**config.mk**
```make
export PLATFORM = sky130hd
export DESIGN_NAME = ocu_mul
export DESIGN_NICKNAME = d
export VERILOG_FILES = /design/src/hw/rtl/ocu_mul.sv
export SDC_FILE = /design/constraint.sdc
export NUM_CORES = 2
export LEC_CHECK = 0
export ABC_CLOCK_PERIOD_IN_PS = 17160
export BUFFER_PORTS_ARGS = -buffer_cell sky130_fd_sc_hd__buf_2
export CAP_MARGIN = 5
export CORE_MARGIN = 1
export CORE_UTILIZATION = 39
export DETAILED_ROUTE_END_ITERATION = 8
export SLEW_MARGIN = 30
export SYNTH_ARGS = -nofsm -noshare
export SYNTH_HDL_FRONTEND = slang
export SYNTH_SLANG_ARGS = --single-unit
```
**constraint.sdc**
```tcl
create_clock -name clk -period 17.16 [get_ports clk]
set_input_delay 2.574 -clock clk [delete_from_list [all_inputs] [get_ports clk]]
set_output_delay 2.574 -clock clk [all_outputs]
set_load 0.01 [all_outputs]
```
**src/hw/rtl/ocu_mul.sv**
```systemverilog
`default_nettype none
module ocu_mul (
  input  wire logic               clk,
  input  wire logic signed [31:0] op_a,
  input  wire logic signed [31:0] op_b,
  output logic signed [63:0]      prod
);
  logic signed [63:0] prod_r;

  always_ff @(posedge clk) begin
    prod_r <= op_a * op_b;
  end

  assign prod = prod_r;
endmodule
`default_nettype wire

```
======== Yosys cells after proc, flatten, opt, wreduce, memory -nomap -nowiden ========
Index checks and enable logic that the tools add are counted.
W data, S select, Z words.
cells by class
  bitwise logic cells ..................... 0
  add/sub/neg operators ................... 0
  $lt $le $gt $ge ......................... 0
  shifts and indexed selects .............. 0
  mux-type cells .......................... 0
  $mul .................................... 1
  equal/unequal tests ..................... 0
  reductions and logical operators ........ 0
  div/mod/pow operators ................... 0
operator list
  kind              number
  $mul A32 B32 Y64  1
word-level totals
  bits in read-only memories .............. 0
  register bits after elaboration ......... 64
  logic and storage cells ................. 2
  memories kept ........................... 0
  bits in latches ......................... 0
  RAM bits ................................ 0

======== Logic depth before layout (Yosys ltp) ========
  depth after elaboration ................. 1
  depth in mapped cells ................... 28
  depth with buffers taken out ............ 27

======== Worst setup path before layout ========
No wires, ideal clock.
  kind .................................... input to register
  start ................................... input port op_b[2]
  end ..................................... register prod_r[62] (netlist: prod[62])
  setup slack ............................. 7.325 ns
  required time ........................... 17.088 ns
  arrival time ............................ 9.763 ns
  cell stages on the path ................. 24
  setup time .............................. 0.072 ns
  path buffers ............................ 1
  cell sequence ........................... clkbuf_1 -> nand2_1 -> inv_1 -> fa_1 -> fa_1 -> fa_1 -> fa_1 -> inv_1 -> fa_1 -> inv_1 -> fa_1 -> inv_1 -> fa_1 -> inv_1 -> fa_1 -> ha_1 -> and3_1 -> nand2_1 -> or3_1 -> o22a_1 -> o211ai_1 -> a31oi_1 -> o31ai_1 -> xor2_1
on the way
  longest elaborated chain between the ends .. 1
RTL lines
  item                  line  source
  start, declared       5     input wire logic signed [31:0] op_b,
  $mul A32 B32 Y64      11    prod_r <= op_a * op_b;
  end signal, assigned  11
  end, declared         8     logic signed [63:0] prod_r;
No other way between the ends.

======== Worst setup path in the final report ========
  start ................................... input port op_b[5]
  end ..................................... register prod_r[62] (netlist: prod[62])
The elaborated chain is that of the path after synthesis.

==> flow_summary.toml <==
[synthesis]
syn_area_mm2 = 0.0372
ys_types = 63
synth_fp_nets = 5215
ys.flop_type = "dfxtp_1"
synth_seq_area_share_pct = 3.44
synth.avg_cell_area_um2 = 9.59
synth-edff-count = 0
async_flop_share_pct = 0
yosys_warnings = 0
synth-seq-cells = 64
syn_inst = 3884

[cells_and_area]
nets = 5172
final_layout_size_suffix_gt1_share_pct = 4.78
largest_reg_flops = 64
antenna_cells = 0
fill_cells = 9350
mostFrequentLayoutCell = "fa_1"
final_cell_mix = "fa_1, inv_1, and2_1"
syn_to_final_growth_pct = 5.09

[floorplan]
io_pins = 129
fp-row-count = 112
die_width_um = 311
die_height_um = 311
die-area_mm2 = 0.0967
core_mm2 = 0.0939
initial_utilization_pct = 39.7

[global_route]
grtUsageTotal_pct = 22.5
antenna_found_initial = 13
grt_pass1_vias = 28702
grt_max_degree = 33
grt_overflow_total = 0
grt_pass1_wl_um = 166000

[clock_network]
cts_buffers = 9
cts_setup_buffers = 0
h-tree-depth = 3
tritoncts = "done"
clock_sinks = 64
cts-resized-gates = 0
clockBufferDepth = 2
postCtsHoldBufs = 0
root_buffer = "clkbuf_16"
cts.clk_slew.worst_paths_ns = 0.06

[detailed_routing]
avgRoutedWirePerCell_um = 19.9
ant_nets = 0
vias = 25373
via_per_inst = 4.98
drtPass1Iterations = 5
drc = 0
wirelength_um = 101000
drt_iter0_drc = 1318

[worst_setup_path]
crit_fanout = 32
startpoint = "op_b[5]"
cp_top_family = "adder cells"
critPathLaunchType = "input pin"
path_buf_inv = 8
cpPeakStageDelay_ns = 0.84
crit_end = "prod[62]$_DFF_P_"
cp.depth = 25
crit_required_ns = 17.49
end_kind = "flop"
critical_path_class = "input pin to flop"
crit_slowest_cell = "fa_1"
cp_data_arrival_time_ns = 11.40
path_common_cell = "fa_1"

[job]
max_cap_violations = 0

[hold_path]
hp-class = "input pin to flop"

[sta]
final_hold_viol_count = 0
worst_pin_slew_ns = 0.957
timing.fmax_mhz = 90.4
rsz0062_at_grt = "no"
finalSetupTns_ns = 0
finalCriticalPeriod_ns = 11.07
period_share_pct = 64.5
setup_violations = 0
slew_violations = 0
relSlewSlack_pct = 36.2

[place]
place_congestion = 0.849
io_buffer_count = 128
hpwl_um = 80400

[run_status]
outcome = "completed"
-- metal layers --
metal,vias up,GRT usage [%],routed length [µm]
met1,13441,28.6,40500
met2,752,38.5,50900
li1,10952,-,-
met5,-,0,126
met3,208,3.84,6160
met4,20,7.79,3650
-- kinds of logic after synthesis --
group | after synthesis | synth area share (%)
buffers and inverters | 1152 | 11.6
flip-flops | 64 | 3.44
adder cells (fa/ha/maj) | 1266 | 64.3
AO/OA/AOI/OAI | 193 | 3.46
XOR/XNOR | 75 | 1.76
AND/OR/NAND/NOR | 1134 | 15.4
-- worst min path at each step --
stage                                  to  cells past startpoint        startpoint
after floorplan           prod[0]$_DFF_P_                      1           op_b[0]
after global placement           prod[16]                      1  prod[16]$_DFF_P_
after detailed placement         prod[48]                      1  prod[48]$_DFF_P_
after CTS                 prod[0]$_DFF_P_                      2           op_a[0]
after global routing      prod[0]$_DFF_P_                      2           op_a[0]
final                     prod[0]$_DFF_P_                      2           op_a[0]
-- final cells by class --
class	count	area (µm²)	area share [%]
Sequential cell	64	1280	3.27
Clock buffer	13	260	0.665
Timing Repair Buffer	146	776	1.98
Inverter	952	3570	9.13
Clock inverter	3	40.0	0.102
Tap cell	1254	1570	4.01
Multi-Input combinational cell	2668	31600	80.8
-- cells in the mapped netlist, types with 4 or more instances --
library cell / count / share of area [%]
a211oi_1: 4 / 0.081
o21a_1: 4 / 0.081
and2_1: 516 / 8.7
clkbuf_1: 195 / 2.0
or3_1: 4 / 0.067
nor3_1: 6 / 0.081
ha_1: 184 / 6.2
o31ai_1: 6 / 0.12
a31oi_1: 12 / 0.20
a21o_1: 23 / 0.46
fa_1: 1082 / 58
o21ai_0: 28 / 0.38
nand4_1: 7 / 0.12
nand3_1: 15 / 0.20
and3_1: 7 / 0.12
nand2b_1: 9 / 0.15
xor2_1: 22 / 0.52
xnor2_1: 53 / 1.2
o21bai_1: 15 / 0.30
dfxtp_1: 64 / 3.4
nor2_1: 42 / 0.42
nand2_1: 511 / 5.2
a21oi_1: 68 / 0.91
inv_1: 952 / 9.6
-- through the flow --
step / instance area [µm²] / std cells / utilization, % / hold slack [ns] / setup slack, ns
global placement: 38800 / 5084 / 41.4 / 2.97 / 5.79
global route: 39100 / 5100 / 41.7 / 2.82 / 5.59
finish: 39100 / 5100 / 41.7 / 2.80 / 6.09
detailed placement: 38800 / 5084 / 41.4 / 2.96 / 5.69
floorplan: 37200 / 3884 / - / 2.70 / 7.33
CTS: 39100 / 5100 / 41.7 / 2.78 / 6.08
Power is not shown: default switching activity piles up to over one toggle a cycle in this logic, so the estimate is an artifact.
