**config.mk**
```make
export PLATFORM = sky130hd
export DESIGN_NAME = ocu_cordic
export DESIGN_NICKNAME = d
export VERILOG_FILES = /design/src/hw/rtl/ocu_pkg.sv /design/src/hw/rtl/ocu_cordic.sv
export SDC_FILE = /design/constraint.sdc
export NUM_CORES = 1
export LEC_CHECK = 0
export ABC_AREA = 1
export BUFFER_PORTS_ARGS = -buffer_cell sky130_fd_sc_hd__buf_2
export CAP_MARGIN = 20
export CORE_ASPECT_RATIO = 1.4
export CORE_MARGIN = 3
export CORE_UTILIZATION = 25
export DETAILED_ROUTE_END_ITERATION = 10
export PLACE_DENSITY_LB_ADDON = 0.3
export SLEW_MARGIN = 20
export SYNTH_ARGS = -nofsm -noshare
export SYNTH_HDL_FRONTEND = slang
export SYNTH_SLANG_ARGS = --single-unit
```
**constraint.sdc**
```tcl
create_clock -name clk -period 11.4 [get_ports clk]
set_input_delay 3.42 -clock clk [delete_from_list [all_inputs] [get_ports clk]]
set_output_delay 3.42 -clock clk [all_outputs]
set_load 0.01 [all_outputs]
```
**src/hw/rtl/ocu_pkg.sv**
```systemverilog
`default_nettype none
package ocu_pkg;

  typedef struct packed {
    logic              key_up;
    logic              key_down;
    logic              key_forward;
    logic              key_back;
    logic              key_left;
    logic              key_right;
    logic              drag;
    logic signed [15:0] cursor_dx;
    logic signed [15:0] cursor_dy;
    logic signed [15:0] scroll_dy;
  } in_item_t;

  typedef struct packed {
    logic signed [31:0] pos_x;
    logic signed [31:0] pos_y;
    logic signed [31:0] pos_z;
    logic signed [31:0] look_x;
    logic signed [31:0] look_y;
    logic signed [31:0] look_z;
  } out_item_t;

  // register indexes
  localparam logic [1:0] CFG_MOVE_SPEED   = 2'd0;
  localparam logic [1:0] CFG_ROTATE_SPEED = 2'd1;
  localparam logic [1:0] CFG_SCROLL_SPEED = 2'd2;

  localparam logic [23:0] MOVE_SPEED_RST   = 24'd3277;
  localparam logic [23:0] ROTATE_SPEED_RST = 24'd683565;
  localparam logic [23:0] SCROLL_SPEED_RST = 24'd6554;

  localparam logic signed [31:0] RADIUS_RST   = 32'sd196608;
  localparam logic signed [41:0] RADIUS_FLOOR = 42'sd655;
  localparam logic signed [41:0] PITCH_LIMIT  = 42'sd1066906171;
  localparam logic signed [33:0] ONE_Q30      = 34'sd1073741824;
  localparam logic signed [33:0] CORDIC_GAIN  = 34'sd652032874;
  localparam int unsigned        CORDIC_STEPS = 30;

  typedef struct packed {
    logic        start;
    logic [31:0] angle;
  } cordic_req_t;

  function automatic logic signed [33:0] atan_lut(input logic [4:0] idx);
    logic signed [33:0] v;
    unique case (idx)
      5'd0:  v = 34'sd536870912;
      5'd1:  v = 34'sd316933406;
      5'd2:  v = 34'sd167458907;
      5'd3:  v = 34'sd85004756;
      5'd4:  v = 34'sd42667331;
      5'd5:  v = 34'sd21354465;
      5'd6:  v = 34'sd10679838;
      5'd7:  v = 34'sd5340245;
      5'd8:  v = 34'sd2670163;
      5'd9:  v = 34'sd1335087;
      5'd10: v = 34'sd667544;
      5'd11: v = 34'sd333772;
      5'd12: v = 34'sd166886;
      5'd13: v = 34'sd83443;
      5'd14: v = 34'sd41722;
      5'd15: v = 34'sd20861;
      5'd16: v = 34'sd10430;
      5'd17: v = 34'sd5215;
      5'd18: v = 34'sd2608;
      5'd19: v = 34'sd1304;
      5'd20: v = 34'sd652;
      5'd21: v = 34'sd326;
      5'd22: v = 34'sd163;
      5'd23: v = 34'sd81;
      5'd24: v = 34'sd41;
      5'd25: v = 34'sd20;
      5'd26: v = 34'sd10;
      5'd27: v = 34'sd5;
      5'd28: v = 34'sd3;
      5'd29: v = 34'sd1;
      default: v = 34'sd0;
    endcase
    return v;
  endfunction

  // round to nearest, halves up, drop 30 fraction bits
  function automatic logic signed [33:0] rnd30(input logic signed [63:0] p);
    logic signed [63:0] t;
    t = p + 64'sd536870912;
    return t[63:30];
  endfunction

  function automatic logic signed [31:0] sat32(input logic signed [41:0] v);
    logic signed [31:0] r;
    if (v > 42'sd2147483647) r = 32'sh7fffffff;
    else if (v < -42'sd2147483648) r = 32'sh80000000;
    else r = v[31:0];
    return r;
  endfunction

endpackage
`default_nettype wire

```
**src/hw/rtl/ocu_cordic.sv**
```systemverilog
`default_nettype none
module ocu_cordic (
  input  wire logic                 clk,
  input  wire logic                 rst_n,
  input  wire ocu_pkg::cordic_req_t req,
  output logic                      done,
  output logic signed [31:0]        sin_q30,
  output logic signed [31:0]        cos_q30
);
  import ocu_pkg::*;

  logic signed [33:0] x_r, y_r, z_r;
  logic [4:0]         cnt_r;
  logic               busy_r, done_r, flip_r;
  logic [31:0]        half_turn_chk, rot_ang;
  logic signed [33:0] xo, yo;

  assign half_turn_chk = req.angle + 32'h40000000;
  assign rot_ang = half_turn_chk[31] ? req.angle + 32'h80000000 : req.angle;

  always_ff @(posedge clk) begin
    if (!rst_n) begin
      busy_r <= 1'b0;
      done_r <= 1'b0;
    end else begin
      done_r <= 1'b0;
      if (req.start) begin
        x_r    <= CORDIC_GAIN;
        y_r    <= '0;
        z_r    <= {{2{rot_ang[31]}}, rot_ang};
        flip_r <= half_turn_chk[31];
        cnt_r  <= '0;
        busy_r <= 1'b1;
      end else if (busy_r) begin
        if (z_r >= 0) begin
          x_r <= x_r - (y_r >>> cnt_r);
          y_r <= y_r + (x_r >>> cnt_r);
          z_r <= z_r - atan_lut(cnt_r);
        end else begin
          x_r <= x_r + (y_r >>> cnt_r);
          y_r <= y_r - (x_r >>> cnt_r);
          z_r <= z_r + atan_lut(cnt_r);
        end
        cnt_r <= cnt_r + 5'd1;
        if (cnt_r == 5'(CORDIC_STEPS - 1)) begin
          busy_r <= 1'b0;
          done_r <= 1'b1;
        end
      end
    end
  end

  always_comb begin
    xo = flip_r ? -x_r : x_r;
    yo = flip_r ? -y_r : y_r;
    if (xo > ONE_Q30) xo = ONE_Q30;
    else if (xo < -ONE_Q30) xo = -ONE_Q30;
    if (yo > ONE_Q30) yo = ONE_Q30;
    else if (yo < -ONE_Q30) yo = -ONE_Q30;
  end

  assign done    = done_r;
  assign sin_q30 = yo[31:0];
  assign cos_q30 = xo[31:0];
endmodule
`default_nettype wire

```
# == Word level (Yosys, flattened, before mapping) ==
# Memory sizes are Yosys's and may differ from the RTL's. A register that Yosys moved wholly into a read port is not among the register bits.
# Cells that the tools add are included.
# op_classes
order_cmp,5
n_bitwise,2
n_reduce_logical,4
add_sub_neg,11
eq_ne,1
shift,2
muxes,31
# op_table
cell,n
$mux 34,17
$mux 32,5
$add 34x34->34,3
$sub 34x34->34,3
$gt 34x32->1 const B,2
$lt 34x31->1 const B,2
$neg 34->34,2
$sshr 34x5->34,2
$ge 34x1->1 const B,1
$add 32x31->32 const B,1
$add 32x32->32 const B,1
$mux 5,5
$add 5x1->5 const B,1
$eq 5x5->1 const B,1
$mux 1,4
$reduce_and 2->1,2
$reduce_or 3->1,1
$not 1->1,2
$reduce_bool 2->1,1
# totals
reg_bits,110
in_bits,35
elab_cells,65
memories,2
out_inout_bits,65
mem_bits_ro,1920
# mem_list
memory,words,width,rd,rd_ports_with_merged_regs,write_ports,line_no,rtl
(no name shown),32,30,1,1,0,ocu_pkg.sv:49,unique case (idx)
(no name shown),32,30,1,1,0,ocu_pkg.sv:49,

# == Depth between registers and ports, before layout ==
# Gate-level depths: netlist of the first run.
# logic_depth
depth_word,9
mapped_depth,34

# == Worst setup path before layout of the first run ==
# Ideal clock, no wire load.
# synth_path
path_type,input-to-reg
start,input rst_n
end,register with a tool-made name
path_slack_ns,3.790
arrival_ns,7.515
path_stages,15
required_ns,11.305
path_cell_list,nand2_1 inv_2 nor2_1 inv_1 o21ai_1 inv_1 ha_1 inv_1 nor2_1 inv_1 nand2_1 nand2_1 o31ai_1 nand2_1 o311ai_1
# synth_lines
item,line_no,rtl
"start, declared",ocu_cordic.sv:4,"input wire logic rst_n,"

==> metrics.md, run 1 <==
| Metric | Value |
|---|---|
| P_int | `2110 µW` |
| Worst skew pair latency | `0.49 ns` |
| Remaining Overflow, GRT | `0` |
| Layout Utilization | `27.6%` |
| Critical Path Fanout Max | `73` |
| Fin nets | `3526` |
| Mapped Area | `0.0200 mm²` |
| Worst Min Path Start | `busy_r` |
| Seq cells post-synth | `140` |
| Net count after synthesis | `3519` |
| CP startpoint kind | `input pin` |
| Max frequency | `0.132 GHz` |
| CP arrival | `7.92 ns` |
| Die ar. | `0.0835 mm²` |
| Slowest stage delay, CP | `0.75 ns` |
| Worst-path clk slew | `0.07 ns` |
| Fin crit period | `7.59 ns` |
| First-pass GRT wire length | `119 mm` |
| Worst path required time | `11.73 ns` |
| CTS tree | `done` |
| Site Rows | `122` |
| Initial Util | `25.2%` |
| Setup Fix Bufs, Post-CTS | `0` |
| Worst Setup SP | `req[32]` |
| Post-CTS Resized | `0` |
| Initial antenna violation count | `2` |
| CTS Buffer Depth | `2` |
| Avg Vias per Cell | `5.03` |
| Final Max Slew Viols | `0` |
| Power Density | `217 mW/mm²` |
| Area grow syn2layout | `9.37%` |
| I/O Buffers | `99` |
| CP most frequent cell | `nor2_1` |
| Worst Hold Class | `flip-flop to flip-flop` |
| Core area | `0.0792 mm²` |
| Max-Cap Viols | `0` |
| GRT Util Overall | `18.1%` |
| Synthesis warning total | `0` |
| VDD IR max | `0.102 mV` |
| CTS Buf Count | `17` |
| Vias in the first global route | `21739` |
| Largest net degree at the start of global routing | `76` |
| Seq/Total Area, Yosys | `19.4%` |
| WP buf/inv | `6` |
| Cell Count, Final, Fillers Out | `4440` |
| R2r startpoint | `cnt_r[1]` |
| Detailed-route wire length | `76.5 mm` |
| TNS Setup | `0 ns` |
| CTS Root Buffer Type | `clkbuf_16` |
| Mapped Cells | `3366` |
| Sw frac | `55.6%` |
| Die Y-Extent | `341 µm` |
| Max transition margin | `30.9%` |
| CP Cell Sequence | `buf_2, buf_4, nand2_1, inv_2, nor2_1, inv_4, o21ai_0, o21ai_1, inv_1, nor2_1, clkinv_1, nor3_1, a311oi_1` |
| Mean post-synth cell area | `5.94 µm²` |
| Fillers | `9011` |
| Unrepaired setup endpoints after global routing | `no` |
| Initial DRC count | `1646` |
| Final Skew | `0.0143 ns` |
| Critical path class | `input pin to flip-flop` |
| Commonest non-fill, non-tap cell in the layout | `nand2_1` |
| Lkg Pwr | `0.0104 µW` |
| Final Hold Fails | `0` |
| Post-route ant nets | `0` |
| Wire per inst | `17.2 µm` |
| GP Congestion | `0.921` |
| Drt first pass iters | `6` |
| Top delay family on crit path | `buffers and inverters` |
| Die Wd | `245 µm` |
| Slowest cell on crit path | `inv_4` |
| Reg power frac | `21.1%` |
| Final setup vio count | `0` |
| H-tree Lvls | `4` |
| Final worst-path cycle share | `66.6%` |
| Clock network power share | `11.9%` |
| Cts hold-fix bufs | `0` |
| Placed Area | `0.0213 mm²` |
| Finished Cell Area | `0.0219 mm²` |
| Area occupied by multi-input gates | `0.0142 mm²` |
| Share of layout cells above drive strength 1 | `6.79%` |
| FF+latch area | `0.00388 mm²` |
| Sink Count | `140` |
| Worst slew pin tran | `1.04 ns` |
| Antenna Cells | `0` |
| Most frequent cells in the layout | `918 x nand2_1, 501 x nand3_1, 349 x nor2_1` |
| Status | `complete, no violations` |
| Sw power | `2640 µW` |
| Via count | `22316` |
| Endpoint class of the critical path | `flip-flop` |
| Dpl ws | `3.29 ns` |
| Post-DP HPWL | `59.9 mm` |
| Cell variety after synth | `63` |
| Detailed-route DRC error count | `0` |
| Io pins | `100` |
| Final worst-path setup slack | `3.81 ns` |
| Combinational power share | `67.0%` |
| Inst Count DP | `4407` |
stage by stage:
step | hold WS [ns] | total power, µW
after floorplan | 0.523 | 3250
after global placement | 0.586 | 4150
after detailed placement | 0.568 | 4160
after CTS | 0.591 | 4750
after global routing | 0.663 | 5250
final | 0.586 | 4750
worst register-to-register path, delay by kind of cell, from the launching register on:
kind | cells | cell delay (ns)
buffers and inverters | 6 | 1.81
AND/OR/NAND/NOR | 13 | 1.75
AO/OA/AOI/OAI | 7 | 1.74
adder cells (fa/ha/maj) | 2 | 0.53
flip-flops | 1 | 0.36
XOR/XNOR | 1 | 0.15
layout make-up:
cell class | count | area share, %
clock buffer | 23 | 2.33
clock inverter | 9 | 0.263
inverter | 349 | 6.01
multi-input combinational | 2748 | 64.7
sequential | 140 | 17.8
tap | 1054 | 6.03
timing repair buffer | 117 | 2.90
path summary, 6_finish.rpt:
path / endpoint / slack [ns] / cells past startpoint
setup / recovery: flip-flop / 3.81 / 13
hold / removal: done / 0.59 / 4
setup reg to reg: y_r[33] / 4.83 / 29
hold reg to reg: done / 0.59 / 4
metal layers:
metal  up-vias  GRT usage (%)  share of wire (%)
met4         0           10.0                5.8
li1      11287              -                  -
met2       682           33.2                 50
met1     10152           20.0                 40
met3       195           2.41                4.5
met5         -              0                  0
cell usage after synthesis, drive strengths merged:
| cell type | number | share of area [%] |
|---|---|---|
| o221ai | 5 | 0.22 |
| o31ai | 9 | 0.34 |
| nand3b | 6 | 0.23 |
| mux2 | 1 | 0.056 |
| nand3 | 507 | 13 |
| o21a | 15 | 0.56 |
| nor4 | 19 | 0.59 |
| nor2b | 1 | 0.031 |
| a32oi | 1 | 0.044 |
| o41ai | 1 | 0.044 |
| a211oi | 3 | 0.11 |
| o21ai | 192 | 5.0 |
| o211ai | 14 | 0.53 |
| o21bai | 5 | 0.19 |
| o22ai | 2 | 0.063 |
| a41oi | 2 | 0.088 |
| xor2 | 104 | 4.6 |
| o2111ai | 1 | 0.044 |
| ha | 115 | 7.2 |
| nor3 | 35 | 0.93 |
| nand4 | 35 | 1.1 |
| fa | 3 | 0.30 |
| or2 | 27 | 0.84 |
| a31oi | 24 | 0.75 |
| a311oi | 2 | 0.088 |
| and2 | 1 | 0.031 |
| nor3b | 2 | 0.16 |
| a221oi | 2 | 0.088 |
| nor2 | 361 | 7.0 |
| clkinv | 3 | 0.056 |
| inv | 346 | 6.5 |
| a22o | 1 | 0.044 |
| clkbuf | 57 | 1.1 |
| o32ai | 1 | 0.044 |
| a21boi | 6 | 0.23 |
| edfxtp | 108 | 16 |
| a2111oi | 2 | 0.088 |
| o311ai | 3 | 0.13 |
| nand2 | 926 | 18 |
| dfxtp | 32 | 3.2 |
| buf | 72 | 2.2 |
| xnor2 | 35 | 1.5 |
| a21o | 9 | 0.34 |
| a21oi | 270 | 6.8 |
power by group through the flow:
| stage | clock network, µW | registers (µW) | logic [µW] |
|---|---|---|---|
| 3_5_place_dp | 0 | 1010 | 3150 |
| 4_1_cts | 584 | 999 | 3170 |
| 2_1_floorplan | 0 | 848 | 2400 |
| 5_1_grt | 605 | 1010 | 3630 |
| 6_report | 566 | 1000 | 3180 |
| 3_3_place_gp | 0 | 1010 | 3140 |
cell families (layout without fill, tap and decap cells):
| kind of cell | count (synthesis) | after routing | share of synthesized area, % |
|---|---|---|---|
| AO/OA/AOI/OAI | 570 | 570 | 15.8 |
| XOR/XNOR | 139 | 139 | 6.12 |
| adder cells (fa/ha/maj) | 118 | 118 | 7.49 |
| buffers and inverters | 478 | 498 | 9.84 |
| flip-flops | 140 | 140 | 19.4 |
| multiplexers | 1 | 1 | 0.0563 |
| AND/OR/NAND/NOR | 1920 | 1920 | 41.2 |
Power figures use the tool's default switching activity.
==> inputs of run 2 (changes only) <==
- clock period: 11.4 -> 7.5 ns (I/O delays scaled with it)
==> run 2 against run 1 <==
  * Setup slack worse by 2.5 ns
  * Clock skew up 0.0049 ns
  * Largest power group unchanged
  * Via count up 0.64%
  * Total power up 53%
  * Final area up 0.15%
  * Hold slack better by 0.086 ns
  * Non-clock buffer count up 5
  * Clock power up 52%
  * Final cell count up 0.11%
  * Clock-buffer cell count down 6
==> metrics.md, run 2 (synthesis results as in run 1) <==
| Metric | Value |
|---|---|
| Status | `complete, no violations` |
| GRT Util Overall | `18.4%` |
| Worst path required time | `5.25 ns` |
| Dpl ws | `1.59 ns` |
| R2r startpoint | `cnt_r[1]` |
| Commonest non-fill, non-tap cell in the layout | `nand2_1` |
| Post-DP HPWL | `61.4 mm` |
| Setup Fix Bufs, Post-CTS | `0` |
| Slowest cell on crit path | `nand2_1` |
| Share of layout cells above drive strength 1 | `7.02%` |
| Depth of the worst register-to-register path | `26` |
| Finished Cell Area | `0.0219 mm²` |
| M1 wire length | `31.2 mm` |
| Critical path class | `flip-flop to output pin` |
| Post-CTS Resized | `0` |
| CP most frequent cell | `nand2_1` |
| WL met2 | `39.7 mm` |
| Fillers | `9095` |
| Drt first pass iters | `6` |
| Detailed-route DRC error count | `0` |
| Core area | `0.0792 mm²` |
| Placed Area | `0.0213 mm²` |
| VDD IR max | `0.162 mV` |
| Cts hold-fix bufs | `0` |
| Initial DRC count | `1649` |
| Final worst-path setup slack | `1.29 ns` |
| Site Rows | `122` |
| Worst skew pair latency | `0.50 ns` |
| TNS Setup | `0 ns` |
| Max frequency | `0.161 GHz` |
| Sink Count | `140` |
| Initial antenna violation count | `2` |
| H-tree Lvls | `4` |
| GP Congestion | `0.957` |
| Initial Util | `25.2%` |
| CTS Buf Count | `17` |
| CP arrival | `3.96 ns` |
| Slowest stage delay, CP | `0.64 ns` |
| Worst hold path depth | `4` |
| Die Wd | `245 µm` |
| CTS Root Buffer Type | `clkbuf_16` |
| Worst R2R Setup Slack | `1.85 ns` |
| Die Y-Extent | `341 µm` |
| Die ar. | `0.0835 mm²` |
| CP startpoint kind | `flip-flop` |
| Wire per inst | `17.5 µm` |
| Via count | `22459` |
| Worst Hold Class | `flip-flop to flip-flop` |
| Critical Path Fanout Max | `30` |
| Max transition margin | `34.5%` |
| Worst-path clk slew | `0.08 ns` |
| Avg Vias per Cell | `5.05` |
| Post-route ant nets | `0` |
| Endpoint class of the critical path | `output pin` |
| Power Density | `331 mW/mm²` |
| Vias in the first global route | `21769` |
| Area grow syn2layout | `9.53%` |
| Fin crit period | `6.21 ns` |
| RR Endpoint | `y_r[33]` |
| Inst Count DP | `4412` |
| Most frequent cells in the layout | `918 x nand2_1, 501 x nand3_1, 349 x nor2_1` |
| First-pass GRT wire length | `120 mm` |
| Final worst-path cycle share | `82.8%` |
| Worst Min Path Start | `busy_r` |
| Largest net degree at the start of global routing | `76` |
| Max-Cap Viols | `0` |
| CTS Buffer Depth | `2` |
| Cell Count, Final, Fillers Out | `4445` |
| CTS tree | `done` |
| Fin nets | `3531` |
| Power, Total | `7260 µW` |
| Min-Delay Endpoint | `busy_r` |
| Lkg Pwr | `0.0104 µW` |
| Worst slew pin tran | `0.979 ns` |
| Final Hold Fails | `0` |
| Routed wl met3 | `3.20 mm` |
| Final setup vio count | `0` |
| CP Cell Sequence | `inv_1, ha_1, nand4_1, nor3_2, nand2_1, o21ai_2, nand2_2, a21oi_2, xor2_1, nand3_1, nand2_1, nand2_1, a21oi_1, buf_2` |
| Remaining Overflow, GRT | `0` |
| Highest Signal Layer | `met4` |
| Io pins | `100` |
| Unrepaired setup endpoints after global routing | `no` |
| Final Max Slew Viols | `0` |
| Final Skew | `0.0192 ns` |
| Antenna Cells | `0` |
| I/O Buffers | `99` |
| Detailed-route wire length | `77.8 mm` |
==> run 2: area by class of cell <==
type	count	area [µm²]	share of cell area, %
multi-input combinational	2748	14200	64.6
sequential	140	3880	17.7
tap	1054	1320	6.02
inverter	349	1310	5.99
timing repair buffer	122	676	3.08
clock buffer	17	425	1.94
clock inverter	15	135	0.617
==> run 2: how the worst max path moves through the flow <==
stage | start | cells after the start | slack [ns] | end
5_1_grt | x_r[1] | 14 | 0.92 | cos_q30[0]
3_5_place_dp | flip_r | 9 | 1.59 | cos_q30[26]
6_report | x_r[1] | 14 | 1.29 | cos_q30[0]
2_1_floorplan | rst_n | 15 | 1.06 | flip-flop
4_1_cts | x_r[1] | 14 | 1.03 | cos_q30[26]
3_3_place_gp | flip_r | 9 | 1.66 | cos_q30[10]
==> run 2: metal layers <==
layer	vias up	GRT usage (%)
met3	178	2.43
met5	-	0
met2	650	33.6
met1	10321	20.8
li1	11310	-
met4	0	9.01
==> run 2: where the power goes <==
group          switching, µW  internal (µW)
sequential               387           1120
combinational           3280           1610
clock                    426            433
==> run 2: through the flow <==
stage	hold WS [ns]	utilization, %
after CTS	0.673	27.6
after floorplan	0.523	-
after detailed placement	0.656	26.9
after global routing	0.739	27.7
after global placement	0.668	26.9
final	0.671	27.7
==> run 2: worst max-delay path, delay by kind of cell (launching register included) <==
kind                     cells  cell delay (ns)
AND/OR/NAND/NOR              7             1.66
flip-flops                   1             0.51
AO/OA/AOI/OAI                3             0.51
buffers and inverters        2             0.30
XOR/XNOR                     1             0.25
adder cells (fa/ha/maj)      1             0.21
